**src/hdl/lma_ram.sv**
```systemverilog
// Generic synchronous RAM: one write port, two registered read ports.
// No dependencies.
module lma_ram #(
  parameter int WIDTH = 8,
  parameter int DEPTH = 16
) (
  input  logic                     clk,
  input  logic                     we,
  input  logic [$clog2(DEPTH)-1:0] waddr,
  input  logic [WIDTH-1:0]         wdata,
  input  logic [$clog2(DEPTH)-1:0] raddr0,
  output logic [WIDTH-1:0]         rdata0,
  input  logic [$clog2(DEPTH)-1:0] raddr1,
  output logic [WIDTH-1:0]         rdata1
);

  logic [WIDTH-1:0] mem [DEPTH];

  always_ff @(posedge clk) begin
    if (we) begin
      mem[waddr] <= wdata;
    end
    rdata0 <= mem[raddr0];
    rdata1 <= mem[raddr1];
  end

endmodule

```
**config.mk**
```make
export PLATFORM = sky130hd
export DESIGN_NAME = lma_ram
export DESIGN_NICKNAME = d
export VERILOG_FILES = /design/src/hdl/lma_ram.sv
export SDC_FILE = /design/constraint.sdc
export NUM_CORES = 1
export LEC_CHECK = 0
export ABC_AREA = 1
export ABC_CLOCK_PERIOD_IN_PS = 1440
export BUFFER_PORTS_ARGS = -buffer_cell sky130_fd_sc_hd__buf_2
export CAP_MARGIN = 0
export CORE_MARGIN = 2
export CORE_UTILIZATION = 35
export CTS_BUF_LIST = sky130_fd_sc_hd__clkbuf_2 sky130_fd_sc_hd__clkbuf_4 sky130_fd_sc_hd__clkbuf_8
export DETAILED_ROUTE_END_ITERATION = 6
export GPL_ROUTABILITY_DRIVEN = 1
export GPL_TIMING_DRIVEN = 0
export SLEW_MARGIN = 20
export SYNTH_ARGS = -nofsm -noshare
export SYNTH_HDL_FRONTEND = slang
export SYNTH_SLANG_ARGS = --single-unit
```
**constraint.sdc**
```tcl
create_clock -name clk -period 1.44 [get_ports clk]
set_clock_uncertainty 0.2 [all_clocks]
set_input_delay 0.288 -clock clk [delete_from_list [all_inputs] [get_ports clk]]
set_output_delay 0.288 -clock clk [all_outputs]
set_load 0.05 [all_outputs]
```
-- Word level (Yosys, flattened, before mapping)
Memory sizes are Yosys's and may differ from the RTL's. A register that Yosys moved wholly into a read port is not among the register bits.
Cells that the tools add are included.
- mux-type cells: 2
- operator list (kind ; count):
    1-bit 2-to-1 mux ; 2
- bits of input ports: 22
- register bits after elaboration: 0
- output and inout bits: 16
- word-level logic and storage cells: 3
- RAM bits: 128
- memories: 1
- memories (memory ; depth ; width ; read ports ; clocked after memory_dff ; write ports ; line ; source):
    mem ; 16 ; 8 ; 2 ; 2 ; 1 ; 17 ; logic [WIDTH-1:0] mem [DEPTH];

-- Longest topological paths before layout
- depth in word-level cells: 2
- mapped depth: 7
- gate-level depth less buffers: 6

-- Least setup slack after synthesis
OpenSTA, ideal clock, no wires.
- path type: input port to flip-flop
- from: input port waddr[3]
- to: memory mem[4][0], enable pin
- buffers on the path: 0
- required time: 870 ps
- arrival: 869 ps
- stages on the path: 2
- setup slack: 1 ps
- setup time: 370 ps
- cells stage by stage: nand3b_1 nor2_1
- RTL lines (what ; line ; source):
    start, declared ; 9 ; input logic [$clog2(DEPTH)-1:0] waddr,
    end, declared ; 17 ;
No word-level cell before the write port.

-- Final worst setup path
- from: input port waddr[2]
- to: memory mem[10][4], enable pin
No word-level cell before the write port.

==> summary.md <==
| Metric | Value |
|---|---|
| Run status | `finished, violations left` |
| Violated checks | `setup timing` |
| Via count | `roughly 6200` |
| Layout cells sized above 1 | `0.147` |
| Worst-path fanout max | `8` |
| Sequential area share after synthesis | `0.574` |
| Sw frac | `0.285` |
| Clk Latency, worst-skew pair | `~0.47 ns` |
| Setup ws final | `-0.0362 ns` |
| Max-Cap Viols | `0` |
| Clock slew seen by the registers of the worst setup and hold paths | `approximately 0.090 ns` |
| Seq pwr share | `0.519` |
| Synth top area cells | `edfxtp_1 53%, nand3_1 16%, nand2_1 14%` |
| Hold slack | `approximately 0.033 ns` |
| Peak VDD IR | `approximately 0.57 mV` |
| Global-route wire length before repair | `around 36000 um` |
| CTS H-tree lvls | `4` |
| Clock Sinks | `144` |
| Post-Syn Instances | `about 850` |
| Count leader, synth | `nand2_1` |
| Core Region | `around 0.020 sq mm` |
| CTS tree | `done` |
| Initial antenna violation count | `0` |
| Post-Place Setup Slack | `-0.681 ns` |
| Finish-stage setup viols | `11` |
| Tightest Pin Transition | `about 0.71 ns` |
| PD cells | `between 1000 and 1500 mW/mm^2` |
| Nets@finish | `slightly above 900` |
| Ys async rst share | `0` |
| N_diodes | `0` |
| Final hold vios | `0` |
| Tot GR Track Use | `0.226` |
| Vias in the first global route | `around 5700` |
| Period utilization | `1.03` |
| Endpoint class of the critical path | `flip-flop` |
| Met2 routed WL | `between 10000 and 15000 um` |
| Pin count of the biggest net entering global routing | `17` |
| Cell row count | `52` |
| Combinational power share | `0.148` |
| Top layer in use | `met4` |
| Fin crit period | `1.48 ns` |
| CP Data Required Time | `around 1.3 ns` |
| DR pass1 iterations | `6` |
| Power, Total | `a little over 0.009 W` |
| # port buffers | `31` |
| DIE AREA | `0.0219 sq mm` |
| Critical path data arrival time | `~1.4 ns` |
| I/O pins | `38` |
| CTS Buf Count | `17` |
| Synth Flop Type | `edfxtp_1` |
| Slew headroom | `0.528` |
| DRT Wirelength | `between 20000 and 25000 um` |
| Post-CTS Setup Inserts | `0` |
| Initial core utilization | `0.358` |
| Synth Warn # | `0` |
| Crit start category | `input pin` |
| Synth cell count leaders | `277 x nand2_1, 225 x nand3_1, 134 x inv_1` |
| HP Class | `input pin to flip-flop` |
| Wire per inst | `between 20 and 25 um` |
| Distinct cells, synth | `13` |
| RSZ-0062 raised after global routing | `yes` |
| Max frequency | `~680 MHz` |
| Lkg Pwr | `~3.7 nW` |
| M1 WL | `a little over 10000 um` |
| Die span in x | `approximately 150 um` |
| Total negative slack | `-0.250 ns` |
| Grt ovf | `0` |
| Hpwl dp | `16400 um` |
| Sw power | `around 0.0026 W` |
| Cell Area, Synth | `0.00726 sq mm` |
| GP Congestion | `~0.93` |
| Leading area contributor after synthesis | `edfxtp_1` |
| Hold Buf Count CTS | `0` |
| Share of the synthesized area in the top cell type | `0.529` |
| P&R area growth vs syn | `14.4%` |
| Antenna viol nets, final | `0` |
| Post-synthesis register bit count | `roughly 140` |
| Vias per cell | `roughly 5.2` |
| Post-Route Utilization | `0.409` |
| DRC | `0` |
| Clk pwr share | `0.333` |
| Kind of critical path | `input pin to flip-flop` |
| Metal3 WL | `between 2000 and 3000 um` |
| Post-Syn Area per Cell | `8.53 sq um` |
| Max clock buf depth | `2` |
| DRT iter0 DRCs | `just under 900` |
| P_int | `between 0.006 and 0.007 W` |
| Post-synth EDFFs | `roughly 130` |
| Chip height | `148 um` |
| Root Driver | `clkbuf_8` |
| Slew Viols, Final | `0` |
| Synth Net Count | `between 800 and 900` |
-- stage by stage --
step | instance area, sq um | instances
after detailed placement | 7750 | 1152
after global routing | 8310 | 1184
after floorplan | 7260 | 851
after global placement | 7750 | 1152
after CTS | 8270 | 1184
final | 8310 | 1184
-- power groups by stage --
stage | Clock (W) | Combinational, W | Sequential, W
3_5_place_dp | 0 | 0.00122 | 0.00479
4_1_cts | 0.00307 | 0.00130 | 0.00472
3_3_place_gp | 0 | 0.00121 | 0.00479
5_1_grt | 0.00323 | 0.00142 | 0.00473
6_report | 0.00303 | 0.00134 | 0.00472
2_1_floorplan | 0 | 0.000588 | 0.00497
-- cell usage in the layout (no fill, tap or decap) --
master and n:
nand2_1 277, nand3_1 225, inv_1 134, edfxtp_1 128, buf_2 40, buf_6 19, clkbuf_8 18, dfxtp_2 16
buf_8 11, nor2_2 9, nor2_1 8, inv_2 4, buf_4 4, clkinvlp_4 4, clkbuf_1 3, clkbuf_4 2
nand3b_1 2, clkinv_2 2, inv_6 2, clkinv_4 2, clkinv_1 2, buf_1 1, bufinv_16 1
-- final cells by class --
cell class | instances | area (sq um)
clock inverter | 13 | 113
sequential | 144 | 4180
tap | 270 | 338
buffer | 48 | 335
timing repair buffer | 31 | 297
clock buffer | 19 | 255
multi-input combinational | 521 | 2270
fill | 2037 | 12000
inverter | 138 | 518
-- cells by family after synthesis --
kind of cell | after synthesis | share of synthesized area
AND/OR/NAND/NOR | 521 | 0.309
buffers and inverters | 186 | 0.117
flip-flops | 144 | 0.574
-- worst max-delay path, stage by stage --
cell and delay (ns):
buf_2 0.12, nand3b_1 0.33, nor2_2 0.64
-- what timing repair did --
item	in CTS	in global routing
gates cloned	0	0
gates resized for setup	55	14
setup endpoints to repair	80	81
-- state kept, by name (all words and copies together) (netlist names) --
register	cells
rdata0	8
mem	128
rdata1	8
-- path summary, 6_finish.rpt --
path / start / end / slack (ns) / cells past startpoint
worst max-delay path: waddr[2] / mem[10][4] / -0.04 / 3
worst max register to register: mem[2][2] / rdata0[2] / 0.10 / 6
worst min register to register: mem[10][1] / rdata0[1] / 0.50 / 6
worst min-delay path: wdata[7] / mem[14][7] / 0.03 / 1
-- metal layers --
layer / vias to the layer above / track usage
met3: 50 / 0.0438
met5: - / 0.0114
met4: 0 / 0.110
li1: 2840 / -
met2: 399 / 0.329
met1: 2877 / 0.322
No activity file was read; power rests on OpenSTA's default activity.
