[config.mk]
export PLATFORM = sky130hd
export DESIGN_NAME = lma_div
export DESIGN_NICKNAME = d
export VERILOG_FILES = /design/src/hdl/lma_pkg.sv /design/src/hdl/lma_div.sv
export SDC_FILE = /design/constraint.sdc
export NUM_CORES = 1
export LEC_CHECK = 0
export BUFFER_PORTS_ARGS = -buffer_cell sky130_fd_sc_hd__buf_2
export CORE_MARGIN = 8
export CORE_UTILIZATION = 50
export DETAILED_ROUTE_END_ITERATION = 8
export PLACE_DENSITY = 0.72
export SLEW_MARGIN = 40
export SYNTH_ARGS = -nofsm -noshare
export SYNTH_HDL_FRONTEND = slang
export SYNTH_SLANG_ARGS = --single-unit
export TNS_END_PERCENT = 1
[constraint.sdc]
create_clock -name clk -period 3.4 [get_ports clk]
set_input_delay 0.34 -clock clk [delete_from_list [all_inputs] [get_ports clk]]
set_output_delay 0.34 -clock clk [all_outputs]
set_load 0.005 [all_outputs]
[src/hdl/lma_pkg.sv]
// Shared types and constants for the label moment accumulator.
// No dependencies; used by the top level, the divider and the checker.
package lma_pkg;

  localparam int MAX_WIDTH_DEF   = 1024;
  localparam int MAX_HEIGHT_DEF  = 1024;
  localparam int LABEL_COUNT_DEF = 256;

  // Field and accumulator widths fixed by the interface.
  localparam int LAB_W   = 8;
  localparam int DIM_W   = 11;
  localparam int CNT_W   = 21;
  localparam int SUM1_W  = 30;
  localparam int SUM2_W  = 40;
  localparam int CEN_W   = 10;
  localparam int U11_W   = 41;
  localparam int U2_W    = 40;
  localparam int MOM_W   = 42;
  localparam int APB_AW  = 3;
  localparam int APB_DW  = 32;

  localparam logic [DIM_W-1:0] DIM_RESET = 11'd1024;

  localparam logic [1:0] OP_PIXEL = 2'd0;
  localparam logic [1:0] OP_QUERY = 2'd1;
  localparam logic [1:0] OP_CLEAR = 2'd2;

  localparam logic REG_WIDTH  = 1'b0;
  localparam logic REG_HEIGHT = 1'b1;

  typedef struct packed {
    logic [CNT_W-1:0]  n;
    logic [SUM1_W-1:0] sx;
    logic [SUM1_W-1:0] sy;
    logic [SUM2_W-1:0] sxy;
    logic [SUM2_W-1:0] sxx;
    logic [SUM2_W-1:0] syy;
    logic [CNT_W-1:0]  bnd;
  } acc_entry_t;

  typedef struct packed {
    logic start;
    logic busy;
  } div_ctl_t;

endpackage

[src/hdl/lma_div.sv]
// Restoring divider, one quotient bit per cycle.
// Uses lma_pkg for the control struct.
module lma_div #(
  parameter int W = 30
) (
  input  logic              clk,
  input  logic              rst,
  input  logic              start,
  input  logic [W-1:0]      dividend,
  input  logic [W-1:0]      divisor,
  output logic [W-1:0]      quotient,
  output lma_pkg::div_ctl_t ctl
);

  localparam int CW = $clog2(W + 1);

  logic [CW-1:0] cnt;
  logic [W-1:0]  rem;
  logic [W-1:0]  quo;
  logic [W-1:0]  dvs;
  logic [W:0]    trial;
  logic          ge;

  assign trial = {rem, quo[W-1]};
  assign ge    = trial >= {1'b0, dvs};

  always_ff @(posedge clk) begin
    if (rst) begin
      cnt <= '0;
    end else if (start) begin
      cnt <= CW'(W);
    end else if (cnt != '0) begin
      cnt <= cnt - 1'b1;
    end
  end

  always_ff @(posedge clk) begin
    if (start) begin
      rem <= '0;
      quo <= dividend;
      dvs <= divisor;
    end else if (cnt != '0) begin
      rem <= ge ? W'(trial - {1'b0, dvs}) : trial[W-1:0];
      quo <= {quo[W-2:0], ge};
    end
  end

  assign quotient  = quo;
  assign ctl.start = start;
  assign ctl.busy  = cnt != '0;

endmodule

# == Yosys cells after proc, flatten, opt, wreduce, memory -nomap -nowiden ==
# Index checks and enable logic that the tools add are counted.
# word_totals
regBits,95
latchBits,0
mem_bits_rw,0
rom_bits,0
in_bits,63
out_inout_bits,32
elab_cells,16
n_memories,0
# classes
addsub,2
mul,0
n_div,0
order_cmp,1
n_eq_ne,0
shift,0
n_mux,5
bitwise,0
reduce_logical,3
# op_table
cell,count
two-way mux 30 bit,3
>= comparator 31 x 30 -> 1 bit,1
subtractor 30 bit,1
two-way mux 5 bit,2
nonzero test 5 bit,1
"subtractor 5 x 1 -> 5 bit, second input constant",1
nonzero test 2 bit,1
OR reduction 2 bit,1

# == Depth between registers and ports, before layout ==
# logic_depth
depth_word,3
ltp_mapped,14
mapped_depth_nobuf,13

# == Worst setup path after synthesis ==
# OpenSTA, ideal clock, no wires.
# synth_timing
kind,reg2reg
startpoint,"register quo[29], in the netlist quotient[29]"
endpoint,register rem[28]
setup_ns,0.116
arrival_time_ns,2.611
t_required_ns,3.284
path_slack_ns,0.673
stages_incl_launch_ff,14
n_path_buf,0
synth_period_minus_slack_ns,2.727
path_cell_list,edfxtp_1 inv_1 ha_1 inv_1 fa_1 a21o_1 a221oi_4 a221oi_2 o21ai_1 o211ai_1 a221oi_1 xor2_1 o21ai_1 o211a_1
# synth_via
elab_chain_len,2
word_cells_on_any_way,3
cone_classes,add/sub (1); order compare (1); mux (1)
# synth_rtl
element,line_no,text
start: declaration,lma_div.sv:19,logic [W-1:0] quo;
start signal: assignment,lma_div.sv:40,quo <= dividend;
start signal: assignment,lma_div.sv:44,"quo <= {quo[W-2:0], ge};"
subtractor 30 bit or >= comparator 31 x 30 -> 1 bit (tied branches),"lma_div.sv:43, lma_div.sv:25",
two-way mux 30 bit (*),lma_div.sv:43,"rem <= ge ? W'(trial - {1'b0, dvs}) : trial[W-1:0];"
end signal: assignment,lma_div.sv:43,
end: declaration,lma_div.sv:18,logic [W-1:0] rem;
# Every way passes the cells marked *; elsewhere a longest branch is shown, timed or not.
# A chain may end at the register's enable or synchronous reset.

# == Worst setup path in the final report ==
# layout_timing
startpoint,"register quo[29], in the netlist quotient[29]"
endpoint,register rem[26]
# Same word-level chain as after synthesis.

==> flow_metrics.tcl <==
set metrics [dict create \
    status "completed" \
    r2r-start "quotient[29]$_DFFE_PP_" \
    synthesis.area_per_instance_sq_um 10.1 \
    cp_slowest_cell "edfxtp_1" \
    grt_pass1_wl_microns 20800 \
    clkSinkCount 95 \
    tightest_slew_ns 0.530 \
    critPathTopFamily "compound AO/OA/AOI/OAI gates" \
    ant_nets 0 \
    holdPathEnd "dvs[2]$_DFFE_PP_" \
    ys_warn_count 0 \
    final_nets 720 \
    hold_violations 0 \
    cpPeakStageDelay_ns 0.43 \
    htree_levels 3 \
    fmax_ghz 0.324 \
    antenna_found_initial 0 \
    cts.repair.resized 0 \
    design_area_sq_mm 0.00623 \
    final_util_pct 57.9 \
    clk_path_buf_depth 2 \
    period_minus_slack_ns 3.09 \
    routedWlPerCell_microns 15.8 \
    cpMostUsedCell "inv_1" \
    rsz0062_at_grt "no" \
    netlist.area_leader.share_pct 33.2 \
    rr_worst_depth 13 \
    start_kind "flop" \
    core-area_sq_mm 0.0107 \
    synth_area_leaders "edfxtp_1 (33%), dfxtp_1 (13%), ha_1 (7.4%)" \
    maxCapViolations 0 \
    synthArstFlopShare_pct 0 \
    path_class "reg2reg" \
    cp.arrival_ns 3.33 \
    synth_edf_count 60 \
    num_rows 38 \
    wl_microns 12200 \
    drt_iter0_markers 173 \
    vias 4206 \
    holdCritPathClass "in2reg" \
    pin_count 95 \
    dp.cells 753 \
    numCtsBuffers 9 \
    cts_tree "done" \
    drt_first_pass_iters 4 \
    clkTransAtPathRegs_ns 0.10 \
    die_w_microns 120 \
    grt_max_degree 87 \
    setup-violations-final 0 \
    tns_ns 0 \
    skew_ns 0.0198 \
    syn_inst 537 \
    fillers 957 \
    cp_num_buf_inv 2 \
    regToRegSetupSlack_ns 0.31 \
    yosysUniqueCellTypes 60 \
    cts_setup_buffers 0 \
    crit_chain "inv_1, ha_1, inv_1, fa_1, a21o_1, a221oi_4, a221oi_2, o21ai_1, o211ai_1, a21boi_1, nand3b_1, o2111ai_1, a211oi_1" \
    grt_pass1_vias 4378 \
    vdd_drop_max_mv 0.350 \
    r2r_end "rem[26]$_SDFFE_PP0P_" \
    final_cell_mix "buf_2 (93), edfxtp_1 (60), nor2_1 (57), a21oi_1 (41), inv_1 (39)" \
    syn_area_sq_mm 0.00543 \
    hold_path_depth 1 \
    worstHoldStart "divisor[2]" \
    portBuffers 94 \
    worstPathMaxFanout 4 \
    place_hpwl_microns 8740 \
    start_util_pct 50.6 \
    yosys.area.top_type "edfxtp_1" \
    area_delta_synth_final_pct 14.6 \
    clkLatencyLatePin_ns 0.39 \
    worstPathRequired_ns 3.64 \
    placed_cell_area_sq_mm 0.00603 \
    dp_slack_ns 0.421 \
    relSlewSlack_pct 64.6 \
    cts_hold_buf 0 \
    ys.flop_type "edfxtp_1" \
    drv_slew 0 \
    grt_overflow 0 \
    die_area_sq_mm 0.0145 \
    ys_ff_latch 95 \
    post-route-drc-count 0 \
    fin_cells 769 \
    diodes 0 \
    synth_nets 633 \
    fin_ws_ns 0.311 \
    leakagePower_nw 2.77 \
    period_share_pct 90.8 \
    viasPerCell 5.47 \
    place.gp.congestion 0.875 \
    drive_gt1_share_pct 25.6 \
    critPathCaptureType "flop" \
    dieHeight_microns 120 \
    powerDensity_mw_per_mm2 779 \
    grt.total_usage_pct 17.6 \
    layout.cells.most_common "buf_2" \
    seq_area_frac_synth_pct 46.1 \
    root_buffer "clkbuf_8" \
]
-- worst max-delay path by stage --
stage / start / end / slack [ns] / cells past startpoint
after floorplan: quotient[29]$_DFFE_PP_ / rem[28]$_SDFFE_PP0P_ / 0.67 / 13
after detailed placement: quotient[29]$_DFFE_PP_ / rem[28]$_SDFFE_PP0P_ / 0.42 / 13
after global routing: quotient[29]$_DFFE_PP_ / rem[26]$_SDFFE_PP0P_ / 0.08 / 12
after global placement: quotient[29]$_DFFE_PP_ / rem[28]$_SDFFE_PP0P_ / 0.51 / 13
after CTS: quotient[29]$_DFFE_PP_ / rem[26]$_SDFFE_PP0P_ / 0.33 / 13
final: quotient[29]$_DFFE_PP_ / rem[26]$_SDFFE_PP0P_ / 0.31 / 13
-- per-layer routing --
layer	routed length [microns]	track usage, %
met3	578	4.15
met5	0	0
met4	238	7.88
met1	5270	21.3
met2	6060	29.4
-- cells in the mapped netlist, types with 8 or more instances --
cell and count:
a211oi_1 22, a21o_1 14, a21oi_1 41, clkbuf_1 13
dfxtp_1 35, edfxtp_1 60, ha_1 32, inv_1 39
mux2_2 31, nand2_1 34, nand3_1 8, nor2_1 57
nor3_1 21, o211ai_1 8, o21ai_0 11, xnor2_1 14
xor2_1 9
-- per-stage QoR --
step | hold slack [ns] | power [W]
6_report | 0.125 | 0.00485
5_1_grt | 0.115 | 0.00523
4_1_cts | 0.117 | 0.00487
3_5_place_dp | 0.485 | 0.00408
3_3_place_gp | 0.463 | 0.00400
2_1_floorplan | 0.409 | 0.00358
-- report_power, final --
part | switching, W | internal [W]
Clock | 0.000426 | 0.000346
Combinational | 0.00135 | 0.00104
Sequential | 0.000180 | 0.00150
-- final cells by class --
type | count | area, sq um | area share [%]
inverters | 40 | 150 | 2.41
clock buffers | 10 | 128 | 2.05
repair buffers | 100 | 531 | 8.52
flip-flops and latches | 95 | 2500 | 40.2
well taps | 140 | 175 | 2.81
multi-input cells | 378 | 2670 | 42.9
clock inverters | 6 | 66.3 | 1.07
-- registers in the layout, indices dropped and copies added (netlist names) --
register  flops
rem          30
cnt           5
dvs          30
quotient     30
-- kinds of logic (layout without fill, tap and decap cells) --
kind of cell	count (synthesis)	after routing	synth area share (%)
xor gates and xnor gates	23	23	3.71
DFF	95	95	46.1
buffers and inverters	64	156	5.02
muxes	35	35	7.16
AOI/OAI and AO/OA	138	138	17.7
adders and majority gates	33	33	7.74
and+or+nand+nor	149	149	12.6
(Power assumes the default switching activity.)
